### src/rtl/mwc_pkg.sv
// ----------------------------------------------------------------------------
// mwc_pkg
// shared constants, types and arithmetic helpers for the multiply-with-carry
// noise generator
// ----------------------------------------------------------------------------
package mwc_pkg;

    localparam logic ACT_SEED = 1'b0;
    localparam logic ACT_NEXT = 1'b1;

    localparam logic [31:0] SEED_X = 32'd521288629;
    localparam logic [31:0] SEED_Y = 32'd362436069;

    localparam logic [15:0] MUL_X = 16'd18000;
    localparam logic [15:0] MUL_Y = 16'd30903;

    localparam logic [7:0] LUMA_MIN       = 8'd16;
    localparam logic [7:0] LUMA_MAX       = 8'd240;
    localparam logic [7:0] CHROMA_NEUTRAL = 8'd128;

    typedef struct packed {
        logic seed;
        logic step;
    } gen_ctrl_t;

    function automatic logic [31:0] mwc_advance(input logic [31:0] w, input logic [15:0] mul);
        logic [31:0] prod;
        prod = {16'h0000, mul} * {16'h0000, w[15:0]};
        return prod + {16'h0000, w[31:16]};
    endfunction

    function automatic logic [7:0] luma_clamp(input logic [7:0] b);
        logic [7:0] r;
        r = b;
        if (b < LUMA_MIN)
        begin
            r = LUMA_MIN;
        end
        else if (b > LUMA_MAX)
        begin
            r = LUMA_MAX;
        end
        return r;
    endfunction

endpackage

### src/rtl/mwc_gen.sv
// ----------------------------------------------------------------------------
// mwc_gen
// holds the two multiply-with-carry words, seeds or advances them and forms
// the luma byte and audio sample of the advanced word
// ----------------------------------------------------------------------------
module mwc_gen (
    input  logic               clk,
    input  logic               rst_n,
    input  mwc_pkg::gen_ctrl_t ctrl,
    input  logic [31:0]        seed_pos,
    output logic [7:0]         luma,
    output logic [15:0]        audio
);
    import mwc_pkg::*;

    logic [31:0] gen_x_reg;
    logic [31:0] gen_y_reg;
    logic [31:0] gen_x_next;
    logic [31:0] gen_y_next;
    logic [31:0] x_adv;
    logic [31:0] y_adv;
    logic [31:0] pos_shl;

    always_comb
    begin
        x_adv   = mwc_advance(gen_x_reg, MUL_X);
        y_adv   = mwc_advance(gen_y_reg, MUL_Y);
        pos_shl = {seed_pos[15:0], 16'h0000};
        gen_x_next = gen_x_reg;
        gen_y_next = gen_y_reg;
        if (ctrl.seed)
        begin
            gen_x_next = SEED_X + seed_pos - pos_shl;
            gen_y_next = SEED_Y - seed_pos + pos_shl;
        end
        else if (ctrl.step)
        begin
            gen_x_next = x_adv;
            gen_y_next = y_adv;
        end
    end

    // low half of the random word is the low half of the new y
    assign luma  = luma_clamp(y_adv[7:0]);
    assign audio = y_adv[15:0];

    always_ff @(posedge clk or negedge rst_n)
    begin
        if (!rst_n)
        begin
            gen_x_reg <= SEED_X;
            gen_y_reg <= SEED_Y;
        end
        else
        begin
            gen_x_reg <= gen_x_next;
            gen_y_reg <= gen_y_next;
        end
    end

endmodule

### src/rtl/mwc_noise_generator.sv
// ----------------------------------------------------------------------------
// mwc_noise_generator
// noise source from two 16-bit multiply-with-carry generators, giving a luma
// byte, a neutral chroma byte and a signed audio sample per next beat
// ----------------------------------------------------------------------------
// The block takes one beat per clock as long as out_ready keeps up. While a
// result waits on out_ready, a next beat behind it holds in the input register
// and in_ready drops until the result is taken; seed beats still pass. A beat
// goes through an input register, then one pass through the generator update
// (a 16x16 constant multiply and an add per word) into the result register, so
// out_valid rises when a next beat moves from the input register into the
// result register, and the result holds there until out_ready takes it. A
// seed beat reloads both generator words from frame_position and produces no
// result; a next beat advances both words and produces exactly one.
module mwc_noise_generator (
    input  logic               clk,
    input  logic               rst_n,
    input  logic               in_valid,
    output logic               in_ready,
    input  logic               action,
    input  logic signed [31:0] frame_position,
    output logic               out_valid,
    input  logic               out_ready,
    output logic [7:0]         luma,
    output logic [7:0]         chroma,
    output logic signed [15:0] audio_sample
);
    import mwc_pkg::*;

    logic        s1_valid_reg;
    logic        s1_valid_next;
    logic        s1_action_reg;
    logic [31:0] s1_pos_reg;
    logic        s1_advance;
    logic        out_valid_reg;
    logic        out_valid_next;
    logic        out_load;
    logic [7:0]  luma_reg;
    logic [15:0] audio_reg;
    logic [7:0]  gen_luma;
    logic [15:0] gen_audio;
    gen_ctrl_t   ctrl;

    always_comb
    begin
        s1_advance = s1_valid_reg &&
                     (s1_action_reg == ACT_SEED || !out_valid_reg || out_ready);
        in_ready   = !s1_valid_reg || s1_advance;
        out_load   = s1_advance && s1_action_reg == ACT_NEXT;
        ctrl.seed  = s1_advance && s1_action_reg == ACT_SEED;
        ctrl.step  = out_load;

        s1_valid_next = s1_valid_reg;
        if (in_valid && in_ready)
        begin
            s1_valid_next = 1'b1;
        end
        else if (s1_advance)
        begin
            s1_valid_next = 1'b0;
        end

        out_valid_next = out_valid_reg;
        if (out_load)
        begin
            out_valid_next = 1'b1;
        end
        else if (out_ready)
        begin
            out_valid_next = 1'b0;
        end
    end

    mwc_gen u_gen (
        .clk      (clk),
        .rst_n    (rst_n),
        .ctrl     (ctrl),
        .seed_pos (s1_pos_reg),
        .luma     (gen_luma),
        .audio    (gen_audio)
    );

    always_ff @(posedge clk or negedge rst_n)
    begin
        if (!rst_n)
        begin
            s1_valid_reg  <= 1'b0;
            out_valid_reg <= 1'b0;
        end
        else
        begin
            s1_valid_reg  <= s1_valid_next;
            out_valid_reg <= out_valid_next;
        end
    end

    always_ff @(posedge clk)
    begin
        if (in_valid && in_ready)
        begin
            s1_action_reg <= action;
            s1_pos_reg    <= frame_position;
        end
        if (out_load)
        begin
            luma_reg  <= gen_luma;
            audio_reg <= gen_audio;
        end
    end

    assign out_valid    = out_valid_reg;
    assign luma         = luma_reg;
    assign chroma       = CHROMA_NEUTRAL;
    assign audio_sample = audio_reg;

    // seed beat never produces a result
    a_seed_no_result: assert property (@(posedge clk) disable iff (!rst_n)
        (ctrl.seed && !out_valid_reg) |=> !out_valid_reg)
        else $error("seed beat produced a result");

    // next beat always lands in the result register
    a_next_result: assert property (@(posedge clk) disable iff (!rst_n)
        out_load |=> out_valid_reg)
        else $error("next beat lost");

    // empty input stage always takes a beat
    a_empty_ready: assert property (@(posedge clk) disable iff (!rst_n)
        !s1_valid_reg |-> in_ready)
        else $error("empty input stage not ready");

    // luma stays within video range
    a_luma_range: assert property (@(posedge clk) disable iff (!rst_n)
        out_valid_reg |-> (luma_reg >= LUMA_MIN && luma_reg <= LUMA_MAX))
        else $error("luma out of range");

endmodule
### config.mk
export PLATFORM = sky130hd
export DESIGN_NAME = mwc_noise_generator
export DESIGN_NICKNAME = d
export VERILOG_FILES = /design/src/rtl/mwc_pkg.sv /design/src/rtl/mwc_gen.sv /design/src/rtl/mwc_noise_generator.sv
export SDC_FILE = /design/constraint.sdc
export NUM_CORES = 1
export LEC_CHECK = 0
export ABC_CLOCK_PERIOD_IN_PS = 7700
export BUFFER_PORTS_ARGS = -buffer_cell sky130_fd_sc_hd__buf_2
export CAP_MARGIN = 20
export CORE_MARGIN = 1
export CORE_UTILIZATION = 57
export DETAILED_ROUTE_END_ITERATION = 16
export PLACE_DENSITY = 0.73
export SYNTH_ARGS = -nofsm -noshare
export SYNTH_HDL_FRONTEND = slang
export SYNTH_SLANG_ARGS = --single-unit
### constraint.sdc
create_clock -name clk -period 7.7 [get_ports clk]
set_clock_uncertainty 0.1 [all_clocks]
set_input_delay 0.385 -clock clk [delete_from_list [all_inputs] [get_ports clk]]
set_output_delay 0.385 -clock clk [all_outputs]
set_load 0.02 [all_outputs]
==> results.md, run 1 <==
* Status: finished clean
* Residual DRC at 0
* Total Wirelength at between 20000 and 25000 um
* Cell Area, Synth at a little over 0.01 mm^2
* Global route overflow at 0
* P&R area growth vs syn at 8.074%
* Pins Over Slew Limit at 0
* DR WL/cell at 18.44 um
* Most common cell after layout, fill and taps aside: inv_1
* CP Cell Sequence: fa_1 -> inv_1 -> fa_1 -> inv_1 -> fa_1 -> inv_1 -> fa_1 -> fa_1 -> fa_1 -> inv_1 -> ha_1 -> and3_1 -> a2111oi_0 -> nor2_1 -> o21ai_0 -> o21ai_0 -> a221oi_1 -> o21ai_0 -> xnor2_1 -> o211ai_1
* Worst-margin pin slew at about 0.95 ns
* Largest net degree at the start of global routing at 37
* Routed vias at 7378
* Share of cells above drive strength 1 at 0.1015
* Antenna-violating nets left at 0
* Standard cell core area at approximately 0.017 mm^2
* Syn Inst Count at ~1000
* R2R setup slack at roughly 1.2 ns
* Clock Pin Slew Worst Setup and Hold Paths at roughly 0.07 ns
* CTS Buf Count at 9
* Clock sinks at approximately 90
* CTS tree: yes
* Worst endpoint required time at a little under 8 ns
* Vias in the first global route at approximately 7400
* I/O pin cnt at around 70
* Clk root buf: clkbuf_16
* Crit Path Category: reg -> reg
* Synth Register Bits at approximately 90
* Initial DRC Count at 496
* Final hold vios at 0
* Dpl hpwl at 19900 um
* CP Launch Type: register
* Family with the most delay on the worst path: adder cells
* Count of cell types in the netlist at about 60
* Vias/cell at ~5.7
* Critical Path End Type: register
* Critical Path Max Stage Delay at approximately 0.63 ns
* Hold WC Path Type: in -> async
* H-tree Lvls at 3
* Async SR Flop Fraction at 0.3736
* CTS max path bufs at 2
* Arr. time, crit path at between 6 and 7 ns
* Initial Util at 0.5890
* Row cnt at 48
* R2R Path End: u_gen.gen_y_reg[31]
* Crit path max-delay cell type: fa_1
* Most used cell, CP: fa_1
* Final Util at 0.6366
* Post-CTS Setup Bufs at 0
* Seq/Total Area, Yosys at 0.2517
* Relative slew margins at 0.3634
* CP Max Fanout at 8
* Skew-Pair Late Insertion Delay at 0.36 ns
* Crit path buf inv count at 4
* Peak Freq at roughly 150 MHz
* Final nets at between 1000 and 1500
* Initial antenna violation count at 0
* Cell count of the worst reg-to-reg path at 20
* Critical Path Start: u_gen.gen_y_reg[3]
* First-pass GRT wire length at between 30000 and 40000 um
* Avg Inst Size Synth at 10.18 um^2
* Die width at roughly 140 um
* Max cap viols at 0
* PortBufs at 62
* N_diodes at 0
* FF-to-FF Start: u_gen.gen_y_reg[3]
* Final GP Congestion at ~0.9
* RSZ-0062 raised after global routing: false
* Die H at about 140 um
* Most frequent cells in the layout: 214 x inv_1, 172 x ha_1, 100 x fa_1
* Endpoints failing setup at 0
* Post-synth EDFFs at 57
* Synth Warn # at 0
* Hold buffer count at CTS at 0
* PostCTS Resize Cnt at 0
* Post-layout min period at ~6.5 ns
* Tcrit/Tclk final at 0.8385
* Die ar. at ~0.019 mm^2
* Synth Flop Type: edfxtp_1
* GRT Util Overall at 0.2785
* Drt first pass iters at 5
* Setup TNS at 0 ns
-- synth_stat cells (all sizes together) (10+ instances only) --
library cell / number / share of area
edfxtp: 57 / 0.17
xnor2: 32 / 0.027
a21o: 28 / 0.020
nand2: 40 / 0.015
inv: 214 / 0.078
fa: 100 / 0.20
clkbuf: 14 / 0.0051
ha: 172 / 0.21
nor2: 33 / 0.012
nor3: 10 / 0.0049
xor2: 24 / 0.020
dfstp: 16 / 0.041
a21oi: 53 / 0.026
nand3: 12 / 0.0059
o21ai: 44 / 0.021
a211oi: 11 / 0.0080
dfrtp: 18 / 0.044
-- worst reg2reg max path, delay by kind of cell, from the launching register on --
kind	cells	cell delay (ns)
buffers and inverters	4	0.25
xor gates and xnor gates	1	0.20
DFF	1	0.50
adders and majority gates	7	3.68
AOI/OAI and AO/OA	6	1.28
and+or+nand+nor	2	0.31
-- routing by layer --
layer | global-route usage | vias to the layer above | wire length, um
met1 | 0.3645 | 3582 | 10360
met3 | 0.04959 | 52 | 1440
met2 | 0.4473 | 237 | 11180
li1 | - | 3507 | -
met4 | 0.1327 | 0 | 983
met5 | 0 | - | 0
-- kinds of logic (layout without fill, tap and decap cells) --
logic type | Yosys count | count (layout) | synth area share
AO/OA/AOI/OAI | 194 | 194 | 0.1253
other | 2 | 8 | 0.0007321
XOR/XNOR | 56 | 56 | 0.04781
flip-flops | 91 | 91 | 0.2517
AND/OR/NAND/NOR | 151 | 151 | 0.07428
buffers and inverters | 236 | 296 | 0.08928
adder cells (fa/ha/maj) | 272 | 272 | 0.4049
multiplexers | 6 | 6 | 0.005976
-- how the worst max path moves through the flow --
| stage | to | slack, ns | depth (start not counted) |
|---|---|---|---|
| 2_1_floorplan | u_gen.gen_y_reg[27] | 1.63 | 20 |
| 3_3_place_gp | u_gen.gen_y_reg[27] | 1.31 | 20 |
| 3_5_place_dp | u_gen.gen_y_reg[27] | 1.23 | 20 |
| 4_1_cts | u_gen.gen_y_reg[27] | 1.22 | 20 |
| 5_1_grt | u_gen.gen_y_reg[27] | 0.91 | 20 |
| 6_report | u_gen.gen_y_reg[31] | 1.24 | 20 |
-- through the flow --
| stage | worst slack, ns | instance area [um^2] | std cells | hold WS (ns) |
|---|---|---|---|---|
| after CTS | 1.220 | 11060 | 1298 | 0.07985 |
| after global placement | 1.311 | 10780 | 1282 | 0.4038 |
| final | 1.243 | 11090 | 1299 | 0.05040 |
| after detailed placement | 1.226 | 10780 | 1282 | 0.4150 |
| after global routing | 0.9066 | 11090 | 1299 | 0.08958 |
| after floorplan | 1.627 | 10280 | 1014 | -0.01059 |
-- cell type report --
cell class | instances | area (um^2)
sequential | 91 | 2582
timing repair buffer | 66 | 360.3
multi-input combinational | 687 | 6783
tap | 225 | 281.5
fill | 1431 | 6330
inverter | 214 | 803.3
clock buffer | 10 | 229.0
clock inverter | 6 | 47.55
Power of run 1 is not shown: default switching activity piles up to over one toggle a cycle in this logic, so the estimate is an artifact.
==> run 2, diff against run 1 <==
Settings changed: ABC_CLOCK_PERIOD_IN_PS 7700 to 5410, PLACE_DENSITY 0.73 to 0.76.
Clock period 7.7 ns to 5.41 ns, I/O delays scaled along.
==> results.md, run 2 (synthesis results as in run 1) <==
* Status: finished with violations
* Failing checks: negative setup slack
* Final nets at 1544 (+12%)
* Endpoints failing setup at 24 (+24)
* Most common cell after layout, fill and taps aside: inv_1
* Initial Util at 0.5890 (unchanged)
* Place WS at -0.5246 ns (-1.750 ns)
* Residual DRC at 0 (unchanged)
* Clock sinks at 91 (unchanged)
* Worst Hold Endpoint: s1_valid_reg
* Hold path start: in_valid
* Largest net degree at the start of global routing at 37 (unchanged)
* R2R setup slack at -0.62 ns (-1.86 ns)
* Hold Path Depth at 2
* Relative slew margins at 0.3411 (-0.02235)
* CTS Buf Count at 9 (unchanged)
* Standard cell core area at 0.01742 mm^2 (unchanged)
* Crit Path Category: reg -> reg
* P&R area growth vs syn at 24.81%
* Fillers at 1208 (-16%)
* Worst setup margin at -0.6150 ns (-1.858 ns)
* Skew-Pair Late Insertion Delay at 0.37 ns (about the same)
* Min Hold Slack at 0.01135 ns (-0.03906 ns)
* Vias/cell at 5.635 (-0.79%)
* Initial DRC Count at 471 (-5.0%)
* Pins Over Slew Limit at 0 (unchanged)
* Die width at 136.2 um (unchanged)
* PortBufs at 62 (unchanged)
* FF-to-FF Start: u_gen.gen_y_reg[5]
* Post-layout min period at 6.025 ns (-0.4316 ns)
* Row cnt at 48 (unchanged)
* Final Util at 0.7351 (+0.09856)
* Final GP Congestion at 0.9242 (+1.8%)
* Clock Pin Slew Worst Setup and Hold Paths at 0.08 ns (about the same)
* I/O pin cnt at 71 (unchanged)
* Worst endpoint required time at 5.53 ns (-2.29 ns)
* Total Wirelength at 27940 um (+17%)
* Arr. time, crit path at 6.15 ns (-0.43 ns)
* Drt first pass iters at 5 (unchanged)
* Dpl hpwl at 21750 um (+9.3%)
* Final hold vios at 0 (unchanged)
* Die ar. at 0.01854 mm^2 (unchanged)
* Hold WC Path Type: in -> reg
* Setup TNS at -8.779 ns (-8.779 ns)
* Max cap viols at 0 (unchanged)
* Peak Freq at 166.0 MHz (+7.2%)
* Cell count of the worst reg-to-reg path at 20 (unchanged)
* R2R Path End: u_gen.gen_y_reg[29]
* GRT Util Overall at 0.3129 (+0.03441)
* Global route overflow at 0 (unchanged)
* CP Max Fanout at 3 (-5)
* Worst-margin pin slew at 0.9863 ns (+0.03346 ns)
* Die H at 136.2 um (unchanged)
* Critical Path End Type: register
* Vias in the first global route at 8485 (+14%)
* Tcrit/Tclk final at 1.114 (+0.2752)
* Routed vias at 8261 (+12%)
* Clk root buf: clkbuf_16
* DR WL/cell at 19.06 um (+3.3%)
* Most frequent cells in the layout: 202 x inv_1, 164 x ha_1, 131 x buf_4
* Initial antenna violation count at 0 (unchanged)
* RSZ-0062 raised after global routing: true
* CP Launch Type: register
* CTS max path bufs at 2 (unchanged)
* First-pass GRT wire length at 43150 um (+13%)
* Antenna-violating nets left at 0 (unchanged)
* Share of cells above drive strength 1 at 0.2444 (+0.1429)
* H-tree Lvls at 3 (unchanged)
* CTS tree: yes
run 2: changes by cell type in the layout (fill, tap and decap cells not counted), moves of 5 or more:
cell | before | now
a211oi_1 | 11 | 6
a21oi_1 | 52 | 46
a21oi_2 | 1 | 7
buf_4 | 3 | 131
dlygate4sd3_1 | 0 | 34
ha_1 | 172 | 164
ha_4 | 0 | 5
inv_1 | 214 | 202
inv_2 | 0 | 10
o21ai_0 | 43 | 34
o21ai_1 | 1 | 7
xnor2_1 | 32 | 22
xnor2_2 | 0 | 9
run 2: metrics by stage:
step / area [um^2] / cells
after floorplan: 10400 / 1014
after detailed placement: 11750 / 1395
final: 12800 / 1466
after global placement: 11750 / 1395
after CTS: 12620 / 1456
after global routing: 12800 / 1465
run 2: critical path, cell delays in order (launching register included):
cell	delay, ns
dfstp_2	0.56
inv_4	0.05
fa_1	0.54
inv_2	0.04
fa_1	0.44
ha_2	0.20
fa_1	0.49
inv_1	0.06
fa_1	0.51
inv_2	0.05
fa_1	0.59
ha_4	0.24
a211oi_4	0.28
nor2_1	0.10
or4_1	0.43
a41o_1	0.27
a211o_1	0.30
a21o_1	0.21
a41oi_2	0.15
xor2_1	0.17
o211ai_1	0.09
run 2: routing by layer:
layer,vias up,wire [um],part of all wire,track usage
met3,74,1780,0.064,0.06227
met1,4065,11190,0.40,0.3908
li1,3842,-,-,-
met5,-,0,0,0
met4,0,1059,0.038,0.1309
met2,280,13920,0.50,0.5274
run 2: timing repair:
| action | CTS | global route |
|---|---|---|
| pin swaps | 45 | 25 |
| endpoints found under the setup margin | 22 | 26 |
| hold buffers | 34 | 0 |
| setup buffers | 12 | 8 |
| hold endpoints to repair | 51 | 0 |
| gates resized for setup | 38 | 18 |
run 2: final cells by class:
cell class                      instances  area (um^2)  share of cell area
Multi-Input combinational cell        687         7126              0.5565
Sequential cell                        91         2585              0.2019
Timing Repair Buffer                  232         1707              0.1333
Inverter                              214        808.3             0.06313
Tap cell                              225        281.5             0.02199
Clock buffer                            9        225.2             0.01759
Clock inverter                          7        68.82            0.005375
Antenna cell                            1        2.502           0.0001954
run 2: worst max path at each step:
stage,start,cells after the start,endpoint
6_report,u_gen.gen_y_reg[5],20,u_gen.gen_y_reg[29]
3_5_place_dp,u_gen.gen_y_reg[4],21,u_gen.gen_y_reg[27]
4_1_cts,u_gen.gen_y_reg[5],20,u_gen.gen_y_reg[29]
2_1_floorplan,u_gen.gen_y_reg[5],19,u_gen.gen_y_reg[29]
5_1_grt,u_gen.gen_y_reg[5],20,u_gen.gen_y_reg[29]
3_3_place_gp,u_gen.gen_y_reg[4],21,u_gen.gen_y_reg[27]
Power of run 2 is left out for the same reason.
